### src/rtl/core/cbnp_pkg.sv
// ---------------------------------------------------------------------------
// cbnp_pkg: shared types and constants for the custom base number parser
// Command codes, parse phases and the control word that is passed from the
// lookup stage to the accumulate stage.
// ---------------------------------------------------------------------------
`default_nettype none

package cbnp_pkg;

  // Input command codes.
  typedef enum logic [1:0] {
    CMD_CLEAR  = 2'd0,
    CMD_SYMBOL = 2'd1,
    CMD_CHAR   = 2'd2,
    CMD_END    = 2'd3
  } cmd_t;

  // Parse phase, one-hot.
  typedef enum logic [2:0] {
    PH_LEAD   = 3'b001,
    PH_DIGITS = 3'b010,
    PH_DONE   = 3'b100
  } phase_t;

  localparam int DIGIT_W = 7;

  localparam logic [7:0] CH_TAB_LO = 8'h09;
  localparam logic [7:0] CH_TAB_HI = 8'h0d;
  localparam logic [7:0] CH_SPACE  = 8'h20;
  localparam logic [7:0] CH_PLUS   = 8'h2b;
  localparam logic [7:0] CH_MINUS  = 8'h2d;
  localparam logic [7:0] CH_DEL    = 8'h7f;

  // Work handed to the accumulate stage. For CMD_CHAR the digit arrives
  // from the digit memory in the same cycle.
  typedef struct packed {
    logic                 valid;
    cmd_t                 op;
    logic [DIGIT_W-1:0]   base;
    logic                 neg;
    logic                 bad;
  } stage_t;

endpackage

`default_nettype wire

### src/rtl/core/custom_base_number_parser.sv
// ---------------------------------------------------------------------------
// custom_base_number_parser: integer parser over a loadable digit alphabet
// Loads an alphabet one symbol per item, then parses a character stream
// into a signed integer in that base.
// ---------------------------------------------------------------------------
// Usage:
// The input channel (in_valid, in_stall, command, char_code) takes one item
// per cycle while in_stall is low. Command clear empties the alphabet and
// the parse, symbol appends an alphabet symbol, char feeds a string
// character, and end closes a string. Only end produces a result on the
// output channel (out_valid, out_stall, value, status): the digit memory is
// read and the control state updated, then the output register is loaded.
// Throughput is one item per cycle while in_stall is low, set by the digit
// memory (single-port), read for every item and written on a good symbol.
// When the receiver stalls, the finished result sits in the output register
// and the input keeps taking items; in_stall rises only once a second end of
// string has reached the accumulate stage behind the stalled result.
// Reset empties the alphabet and the parse state at once; the digit memory
// itself is not cleared, since a symbol's presence bit gates every read.
// ---------------------------------------------------------------------------
`default_nettype none

module custom_base_number_parser
  import cbnp_pkg::*;
#(
  parameter int SYMBOL_CODES = 128,
  parameter int VALUE_WIDTH  = 32
) (
  input  wire logic                       clk,
  input  wire logic                       rst,
  input  wire logic                       in_valid,
  output logic                            in_stall,
  input  wire logic [1:0]                 command,
  input  wire logic [7:0]                 char_code,
  output logic                            out_valid,
  input  wire logic                       out_stall,
  output logic signed [VALUE_WIDTH-1:0]   value,
  output logic                            status
);

  localparam int IDX_W = $clog2(SYMBOL_CODES);

  logic [DIGIT_W-1:0]      digit_mem [SYMBOL_CODES];
  logic [DIGIT_W-1:0]      digit_rd;
  logic [SYMBOL_CODES-1:0] present;
  logic [DIGIT_W-1:0]      alpha_len;
  logic                    alpha_bad;
  phase_t                  phase;
  logic                    negative;
  stage_t                  stage;
  stage_t                  stage_next;
  logic                    hold;
  logic                    accept;
  cmd_t                    cmd;
  logic [IDX_W-1:0]        idx;
  logic                    sym_hit;
  logic                    is_space;
  logic                    sym_ok;
  logic                    lead_skip;
  logic                    lead_minus;
  logic                    parsing;

  assign in_stall = hold;
  assign accept   = in_valid && !hold;
  assign cmd      = cmd_t'(command);
  assign idx      = char_code[IDX_W-1:0];

  // Symbol lookup and character classes.
  assign sym_hit  = (int'(char_code) < SYMBOL_CODES) && present[idx];
  assign is_space = (char_code >= CH_TAB_LO && char_code <= CH_TAB_HI) ||
                    (char_code == CH_SPACE);
  assign sym_ok   = !(char_code == CH_PLUS || char_code == CH_MINUS ||
                      char_code <= CH_SPACE || char_code >= CH_DEL || sym_hit);
  assign lead_skip  = (phase == PH_LEAD) && (is_space || char_code == CH_PLUS);
  assign lead_minus = (phase == PH_LEAD) && (char_code == CH_MINUS);
  assign parsing    = (phase == PH_LEAD) || (phase == PH_DIGITS);

  // Digit memory: written on a good symbol, read for every transfer.
  always_ff @(posedge clk) begin
    if (accept && cmd == CMD_SYMBOL && sym_ok) begin
      digit_mem[idx] <= alpha_len;
    end
    if (accept) begin
      digit_rd <= digit_mem[idx];
    end
  end

  // Alphabet and parse control state.
  always_ff @(posedge clk) begin
    if (rst) begin
      present   <= '0;
      alpha_len <= '0;
      alpha_bad <= 1'b0;
      phase     <= PH_LEAD;
      negative  <= 1'b0;
    end else if (accept) begin
      case (cmd)
        CMD_CLEAR: begin
          present   <= '0;
          alpha_len <= '0;
          alpha_bad <= 1'b0;
          phase     <= PH_LEAD;
          negative  <= 1'b0;
        end
        CMD_SYMBOL: begin
          if (sym_ok) begin
            present[idx] <= 1'b1;
            alpha_len    <= alpha_len + 1'b1;
          end else begin
            alpha_bad <= 1'b1;
          end
        end
        CMD_CHAR: begin
          if (lead_minus) begin
            negative <= ~negative;
          end else if (!lead_skip && parsing) begin
            phase <= sym_hit ? PH_DIGITS : PH_DONE;
          end
        end
        CMD_END: begin
          phase    <= PH_LEAD;
          negative <= 1'b0;
        end
        default: begin
          phase <= phase;
        end
      endcase
    end
  end

  // Work for the accumulate stage; non-digit characters need none.
  always_comb begin
    stage_next       = '0;
    stage_next.op    = cmd;
    stage_next.base  = alpha_len;
    stage_next.neg   = negative;
    stage_next.bad   = alpha_bad || (alpha_len < DIGIT_W'(2));
    case (cmd)
      CMD_CHAR: stage_next.valid = accept && !lead_skip && !lead_minus &&
                                   parsing && sym_hit;
      default:  stage_next.valid = accept;
    endcase
  end

  always_ff @(posedge clk) begin
    if (rst) begin
      stage <= '0;
    end else if (!hold) begin
      stage <= stage_next;
    end
  end

  cbnp_accum #(
    .VALUE_WIDTH (VALUE_WIDTH)
  ) u_accum (
    .clk       (clk),
    .rst       (rst),
    .stage     (stage),
    .digit     (digit_rd),
    .hold      (hold),
    .out_valid (out_valid),
    .out_stall (out_stall),
    .value     (value),
    .status    (status)
  );

endmodule

`default_nettype wire

### src/rtl/core/cbnp_accum.sv
// ---------------------------------------------------------------------------
// cbnp_accum: accumulate stage and output register
// Folds each digit into the accumulator as value*base+digit, and on end of
// string loads the signed result into the output register.
// ---------------------------------------------------------------------------
`default_nettype none

module cbnp_accum
  import cbnp_pkg::*;
#(
  parameter int VALUE_WIDTH = 32
) (
  input  wire logic                          clk,
  input  wire logic                          rst,
  input  wire stage_t                        stage,
  input  wire logic [DIGIT_W-1:0]            digit,
  output logic                               hold,
  output logic                               out_valid,
  input  wire logic                          out_stall,
  output logic signed [VALUE_WIDTH-1:0]      value,
  output logic                               status
);

  localparam int PROD_W = VALUE_WIDTH + DIGIT_W;

  logic [VALUE_WIDTH-1:0] acc;
  logic [PROD_W-1:0]      prod;
  logic [VALUE_WIDTH-1:0] acc_step;
  logic [VALUE_WIDTH-1:0] result;
  logic                   is_end;

  // One multiply-add per digit, wrapping to the value width.
  assign prod     = PROD_W'(acc) * PROD_W'(stage.base);
  assign acc_step = prod[VALUE_WIDTH-1:0] + VALUE_WIDTH'(digit);

  // Signed result, forced to zero for an unusable alphabet.
  always_comb begin
    if (stage.bad) begin
      result = '0;
    end else if (stage.neg) begin
      result = '0 - acc;
    end else begin
      result = acc;
    end
  end

  // The stage waits only when an end of string meets a full, stalled output.
  assign is_end = stage.valid && (stage.op == CMD_END);
  assign hold   = is_end && out_valid && out_stall;

  // Accumulator update in command order.
  always_ff @(posedge clk) begin
    if (rst) begin
      acc <= '0;
    end else if (stage.valid && !hold) begin
      case (stage.op)
        CMD_CHAR:  acc <= acc_step;
        CMD_CLEAR: acc <= '0;
        CMD_END:   acc <= '0;
        default:   acc <= acc;
      endcase
    end
  end

  // Output register: a transfer frees it, an end of string fills it.
  always_ff @(posedge clk) begin
    if (rst) begin
      out_valid <= 1'b0;
    end else if (is_end && !hold) begin
      out_valid <= 1'b1;
    end else if (!out_stall) begin
      out_valid <= 1'b0;
    end
  end

  always_ff @(posedge clk) begin
    if (is_end && !hold) begin
      value  <= result;
      status <= stage.bad;
    end
  end

endmodule

`default_nettype wire

### config.mk
export PLATFORM = sky130hd
export DESIGN_NAME = custom_base_number_parser
export DESIGN_NICKNAME = d
export VERILOG_FILES = /design/src/rtl/core/cbnp_pkg.sv /design/src/rtl/core/custom_base_number_parser.sv /design/src/rtl/core/cbnp_accum.sv
export SDC_FILE = /design/constraint.sdc
export NUM_CORES = 2
export LEC_CHECK = 0
export ABC_AREA = 1
export BUFFER_PORTS_ARGS = -buffer_cell sky130_fd_sc_hd__clkbuf_2
export CAP_MARGIN = 0
export CORE_MARGIN = 2
export CORE_UTILIZATION = 30
export DETAILED_ROUTE_END_ITERATION = 8
export GPL_ROUTABILITY_DRIVEN = 1
export PLACE_DENSITY = 0.48
export SLEW_MARGIN = 20
export SYNTH_ARGS = -nofsm -noshare
export SYNTH_HDL_FRONTEND = slang
export SYNTH_SLANG_ARGS = --single-unit
### constraint.sdc
create_clock -name clk -period 7.15 [get_ports clk]
set_clock_uncertainty 0.15 [all_clocks]
set_input_delay 1.43 -clock clk [delete_from_list [all_inputs] [get_ports clk]]
set_output_delay 1.43 -clock clk [all_outputs]
set_load 0.01 [all_outputs]
Word-level counts from Yosys, hierarchy flattened
Memories as Yosys holds them, arrays and structs flattened. A register that Yosys moved wholly into a read port is not among the register bits.
Cells that the tools add are included.
- input bits: 14
- register bits after elaboration: 218
- memories kept: 1
- output and inout bits: 35
- word-level logic and storage cells: 110
- RAM bits: 896
- memory list (name ; words ; bits a word ; read ports ; clocked after Yosys merged registers in ; write ports ; line ; source):
    digit_mem ; 128 ; 7 ; 1 ; 1 ; 1 ; custom_base_number_parser.sv:43 ; logic [DIGIT_W-1:0] digit_mem [SYMBOL_CODES];
- bitwise logic cells: 2
- reductions and logical operators: 42
- order comparisons: 8
- mux-type cells: 23
- multipliers: 1
- add/sub/neg operators: 3
- equality and inequality tests: 16
- operator list (operator ; count):
    $pmux W128 S2 ; 1
    $mux W128 ; 1
    $or A128 B128 Y128 ; 1
    $pmux W32 S2 ; 1
    $add A32 B7 Y32 ; 1
    $mul A32 B7 Y32 ; 1
    $mux W32 ; 1
    $sub A1 B32 Y32 const A ; 1
    $eq A8 B6 Y1 const B ; 3
    $logic_and A1 B1 Y1 ; 18
    $pmux W7 S2 ; 1
    $ne A2 B2 Y1 const B ; 5
    $mux W1 ; 9
    $mux W3 ; 3
    $reduce_and A3 Y1 ; 3
    $eq A2 B2 Y1 const B ; 4
    $ge A8 B4 Y1 const B ; 1
    $ge A8 B7 Y1 const B ; 1
    $le A8 B4 Y1 const B ; 1
    $le A8 B6 Y1 const B ; 1
    $logic_or A1 B1 Y1 ; 8
    $lt A7 B8 Y1 const B ; 1
    $lt A8 B8 Y1 const B ; 1
    $add A7 B1 Y7 const B ; 1
    18 further kinds ; 26

Depth between registers and ports, before layout
- depth in word-level cells: 11
- mapped depth: 24
- depth with buffers taken out: 23

Cells and area by module
Synthesis repeated with hierarchy kept, for this count alone.
- cells, all modules: 5303
- area total of the unflattened synthesis: 53918.0 µm²
- modules (own cells, without submodules) (module ; seq. area each (µm²) ; times used ; cells each ; area an instance (µm²)):
    custom_base_number_parser ; 30158.9 ; 1 ; 3728 ; 43060.0
    cbnp_accum ; 1651.6 ; 1 ; 1575 ; 10857.9

Worst setup path after synthesis
Ideal clock, no wire load.
- path type: reg-to-reg
- start: register stage[7] (netlist name)
- end: register u_accum.acc[23]
- stages on the path, launching flop included: 20
- slack: 2218 ps
- data required time: 6868 ps
- buffers on the path: 2
- setup time: 132 ps
- period minus slack after synthesis: 4932 ps
- arrival: 4650 ps
- cell sequence: dfxtp_1 clkbuf_1 buf_1 nand2_1 fa_1 fa_1 inv_1 fa_1 inv_1 fa_1 inv_1 ha_1 a21o_1 a21oi_1 o21ai_0 a21oi_1 o21bai_1 or2_2 nand3_1 a21oi_1
- word-level cells in the longest chain between the ends: 3
- ends and longest elaborated chain (what ; line ; source):
    $mul A32 B7 Y32 ; cbnp_accum.sv:33 ; assign prod = PROD_W'(acc) * PROD_W'(stage.base);
    $add A32 B7 Y32 ; cbnp_accum.sv:34 ; assign acc_step = prod[VALUE_WIDTH-1:0] + VALUE_WIDTH'(digit);
    $pmux W32 S2 ; cbnp_accum.sv:56 ; case (stage.op)
    end signal: assignment ; cbnp_accum.sv:57 ; CMD_CHAR: acc <= acc_step;
    end: declaration ; cbnp_accum.sv:26 ; logic [VALUE_WIDTH-1:0] acc;
No other way between the ends.
A chain may end at the register's enable or synchronous reset.

Worst setup path after layout
- start: register stage[3] (netlist name)
- end: register u_accum.acc[23]
- word-level cells in the longest chain between the ends: 3
- ends and longest elaborated chain (what ; line):
    $mul A32 B7 Y32 ; cbnp_accum.sv:33
    $add A32 B7 Y32 ; cbnp_accum.sv:34
    $pmux W32 S2 ; cbnp_accum.sv:56
No other way between the ends.

==> impl_results.md <==
- Outcome: finished clean
- GR Util All Layers: 17.56%
- Crit Path Max Fanout: 17
- Worst slew pin tran: 1.099 ns
- WS Path Type: flop to flop
- CTS tree: built
- 1st-pass router iterations: 6
- First DRT Iteration DRCs: 2,999
- Ant. Diodes: 0
- Synth-to-Final Area Change: 14.77%
- EDFF count, synth: around 940
- M2 GR Usage: 29.15%
- Crit path DAT: ~6.0 ns
- CTS Hold Bufs: 0
- Post-route ant nets: 0
- Worst stage delay on the critical path: 0.91 ns
- Main area contributors after synthesis: edfxtp_1 (53%), dfxtp_1 (7.0%), nand2_1 (5.3%)
- First-pass GRT wire length: roughly 240,000 um
- Synth Instances: a little over 5,000
- Crit path capture type: flop
- Slew margin rel.: 26.67%
- Worst Hold Class: flop to flop
- CTS sink count: 1,121
- Largest net degree at the start of global routing: ~130
- Most common cell in the netlist: edfxtp_1
- Vias in the first global route: roughly 37,000
- Synth Flop Type: edfxtp_1
- Antenna violations before repair: 1
- Fraction of the yosys area taken by sequential cells: about 60%
- Seq cells post-synth: 1,121
- Starting density of the core: about 30%
- Clock tree buffer depth: 3
- GR Layer Usage met3: approximately 2.5%
- Clk_lat worst skew: 0.76 ns
- Number of port buffers: 48
- Mean Syn Cell Area: roughly 10 um^2
- Crit-path slowest cell: dfxtp_1
- Clk slew on worst S/H paths: 0.06 ns
- Tcrit/Tclk final: between 70% and 80%
- Final Hold Fails: 0
- Vias: between 30,000 and 40,000
- Unique cell type count in the Yosys netlist: 52
- Synthesized area: 53,030 um^2
- Die Wd: 424.4 um
- Fillers: roughly 18,000
- Final setup vio count: 0
- Num CTS Buffers: 130
- Global route overflow: 0
- Gr busiest metal: met2
- Via-per-instance ratio: a little under 5
- Power per cell area: around 230 nW/um^2
- Fmax: 182.0 MHz
- Routability congestion estimate: 0.8263
- Depth of the CTS H-tree: 4
- Final slew viol count: 0
- Rows: between 150 and 200
- Maximum vdd ir drop: 0.2394 mV
- Ys async rst share: 0%
- CTS Root Cell: clkbuf_16
- Setup bufs post-CTS: 0
- Drt drc: 0
- Final Net Count: 5,517
- Met1 Usage GRT: 23.99%
- Fraction of layout cells with a size suffix above 1: a little over 8%
- IO Pins: 49
- Crit start category: flop
- Tot Pwr: 14,220 uW
- Max-cap viol count: 0
- Finished layout cell area: between 60,000 and 70,000 um^2
- Total Routed Length: 159,200 um
- RSZ-0062 raised after global routing: false
- Top cells by count, synth: edfxtp_1 (936), nand2_1 (750), inv_1 (577)
- CTS resizes: 0
- Fin crit period: roughly 5.5 ns
- Top-area cell type share of the netlist area: 53.00%
- Worst EP required: 7.61 ns
- Setup TNS after final layout: 0 ns
- WL/cell: around 21 um
- Leakage: 0.02420 uW
- Area post-placement: around 57,000 um^2
- Die area: 180,100 um^2
- Core area: 175,900 um^2
- DIE HEIGHT: 424.4 um
- Synth area leader: edfxtp_1
- Cell breakdown of the critical path: nand2_1, inv_1, fa_1, fa_1, fa_1, inv_1, fa_1, inv_1, ha_1, a21oi_1, o21ai_0, a21oi_1, o21ai_0, a21oi_1, o21bai_1, or2_2, nand3_1, a21oi_1
- YS warnings: 0
- Hpwl dp: 95,530 um
routing by layer:
layer / wire [um] / vias up
li1: - / 17700
met1: 71750 / 18970
met2: 76370 / 914
met3: 7504 / 210
met4: 3605 / 2
met5: 13 / -
state kept, by name (all words and copies together), names as in the netlist, 3 cells and up:
signal,flops
phase,3
alpha_len,7
stage,12
present,128
digit_mem,896
digit_rd,7
u_accum.value,32
u_accum.acc,32
path summary, 6_finish.rpt:
check / slack (ns) / end / cells after the start / from
min: 0.30 / present[4]$_SDFFE_PP0P_ / 2 / present[4]$_SDFFE_PP0P_
min reg2reg: 0.30 / present[4]$_SDFFE_PP0P_ / 2 / present[4]$_SDFFE_PP0P_
max reg2reg: 1.66 / u_accum.acc[23]$_SDFFE_PP0P_ / 18 / stage[3]$_SDFFE_PP0N_
max: 1.66 / u_accum.acc[23]$_SDFFE_PP0P_ / 18 / stage[3]$_SDFFE_PP0N_
cells by family (layout without fill, tap and decap cells):
logic type      after synthesis  after routing  share of synthesized area, %
flops                      1121           1121                         59.99
compound gates             1050           1050                         11.57
buf+inv                     939           1019                         7.175
xor+xnor                     17             17                        0.2808
fa+ha+maj                   211            211                         6.932
simple gates               1716           1716                         14.05
other cells                   1            252                      0.007072
cell usage in the layout, fill, tap and decap left out, types with 92 or more instances in the layout:
master	instances
clkbuf_16	134
nand3_1	323
edfxtp_1	936
o21ai_0	448
conb_1	252
inv_1	576
dfxtp_1	178
nor2_1	456
nand2_1	749
buf_4	145
fa_1	138
a21oi_1	300
a22oi_1	130
a221oi_1	92
layout make-up:
| class | count | area [um^2] | area share, % |
|---|---|---|---|
| Multi-Input combinational cell | 3246 | 18430 | 30.27 |
| Clock buffer | 169 | 3495 | 5.742 |
| Sequential cell | 1121 | 31840 | 52.31 |
| Inverter | 593 | 2237 | 3.676 |
| Clock inverter | 57 | 441.7 | 0.7257 |
| Timing Repair Buffer | 200 | 1500 | 2.465 |
| Tap cell | 2340 | 2928 | 4.810 |
power by group:
| group | leakage [uW] | switching [uW] | internal (uW) |
|---|---|---|---|
| registers | 0.0116 | 47.8 | 7110 |
| logic | 0.0107 | 630 | 172 |
| clock network | 0.00191 | 2700 | 3560 |
worst max-delay path: cells and delay by family, from the launching register on:
kind,cells,cell delay (ns)
AND/OR/NAND/NOR,3,0.45
adder cells (fa/ha/maj),5,2.27
flip-flops,1,0.91
buffers and inverters,3,0.21
AO/OA/AOI/OAI,7,1.37
stage by stage:
stage               utilization, %  hold WS, ns  worst slack [ns]  std cells
floorplan                        -       0.2564             2.218       5306
global placement             32.35       0.2871             1.634       7499
detailed placement           32.36       0.2903             1.589       7500
CTS                          34.60       0.2991             1.665       7726
global route                 34.60       0.3117             1.301       7726
finish                       34.60       0.2989             1.656       7726
Note: power is estimated with default switching activity, not from simulation.
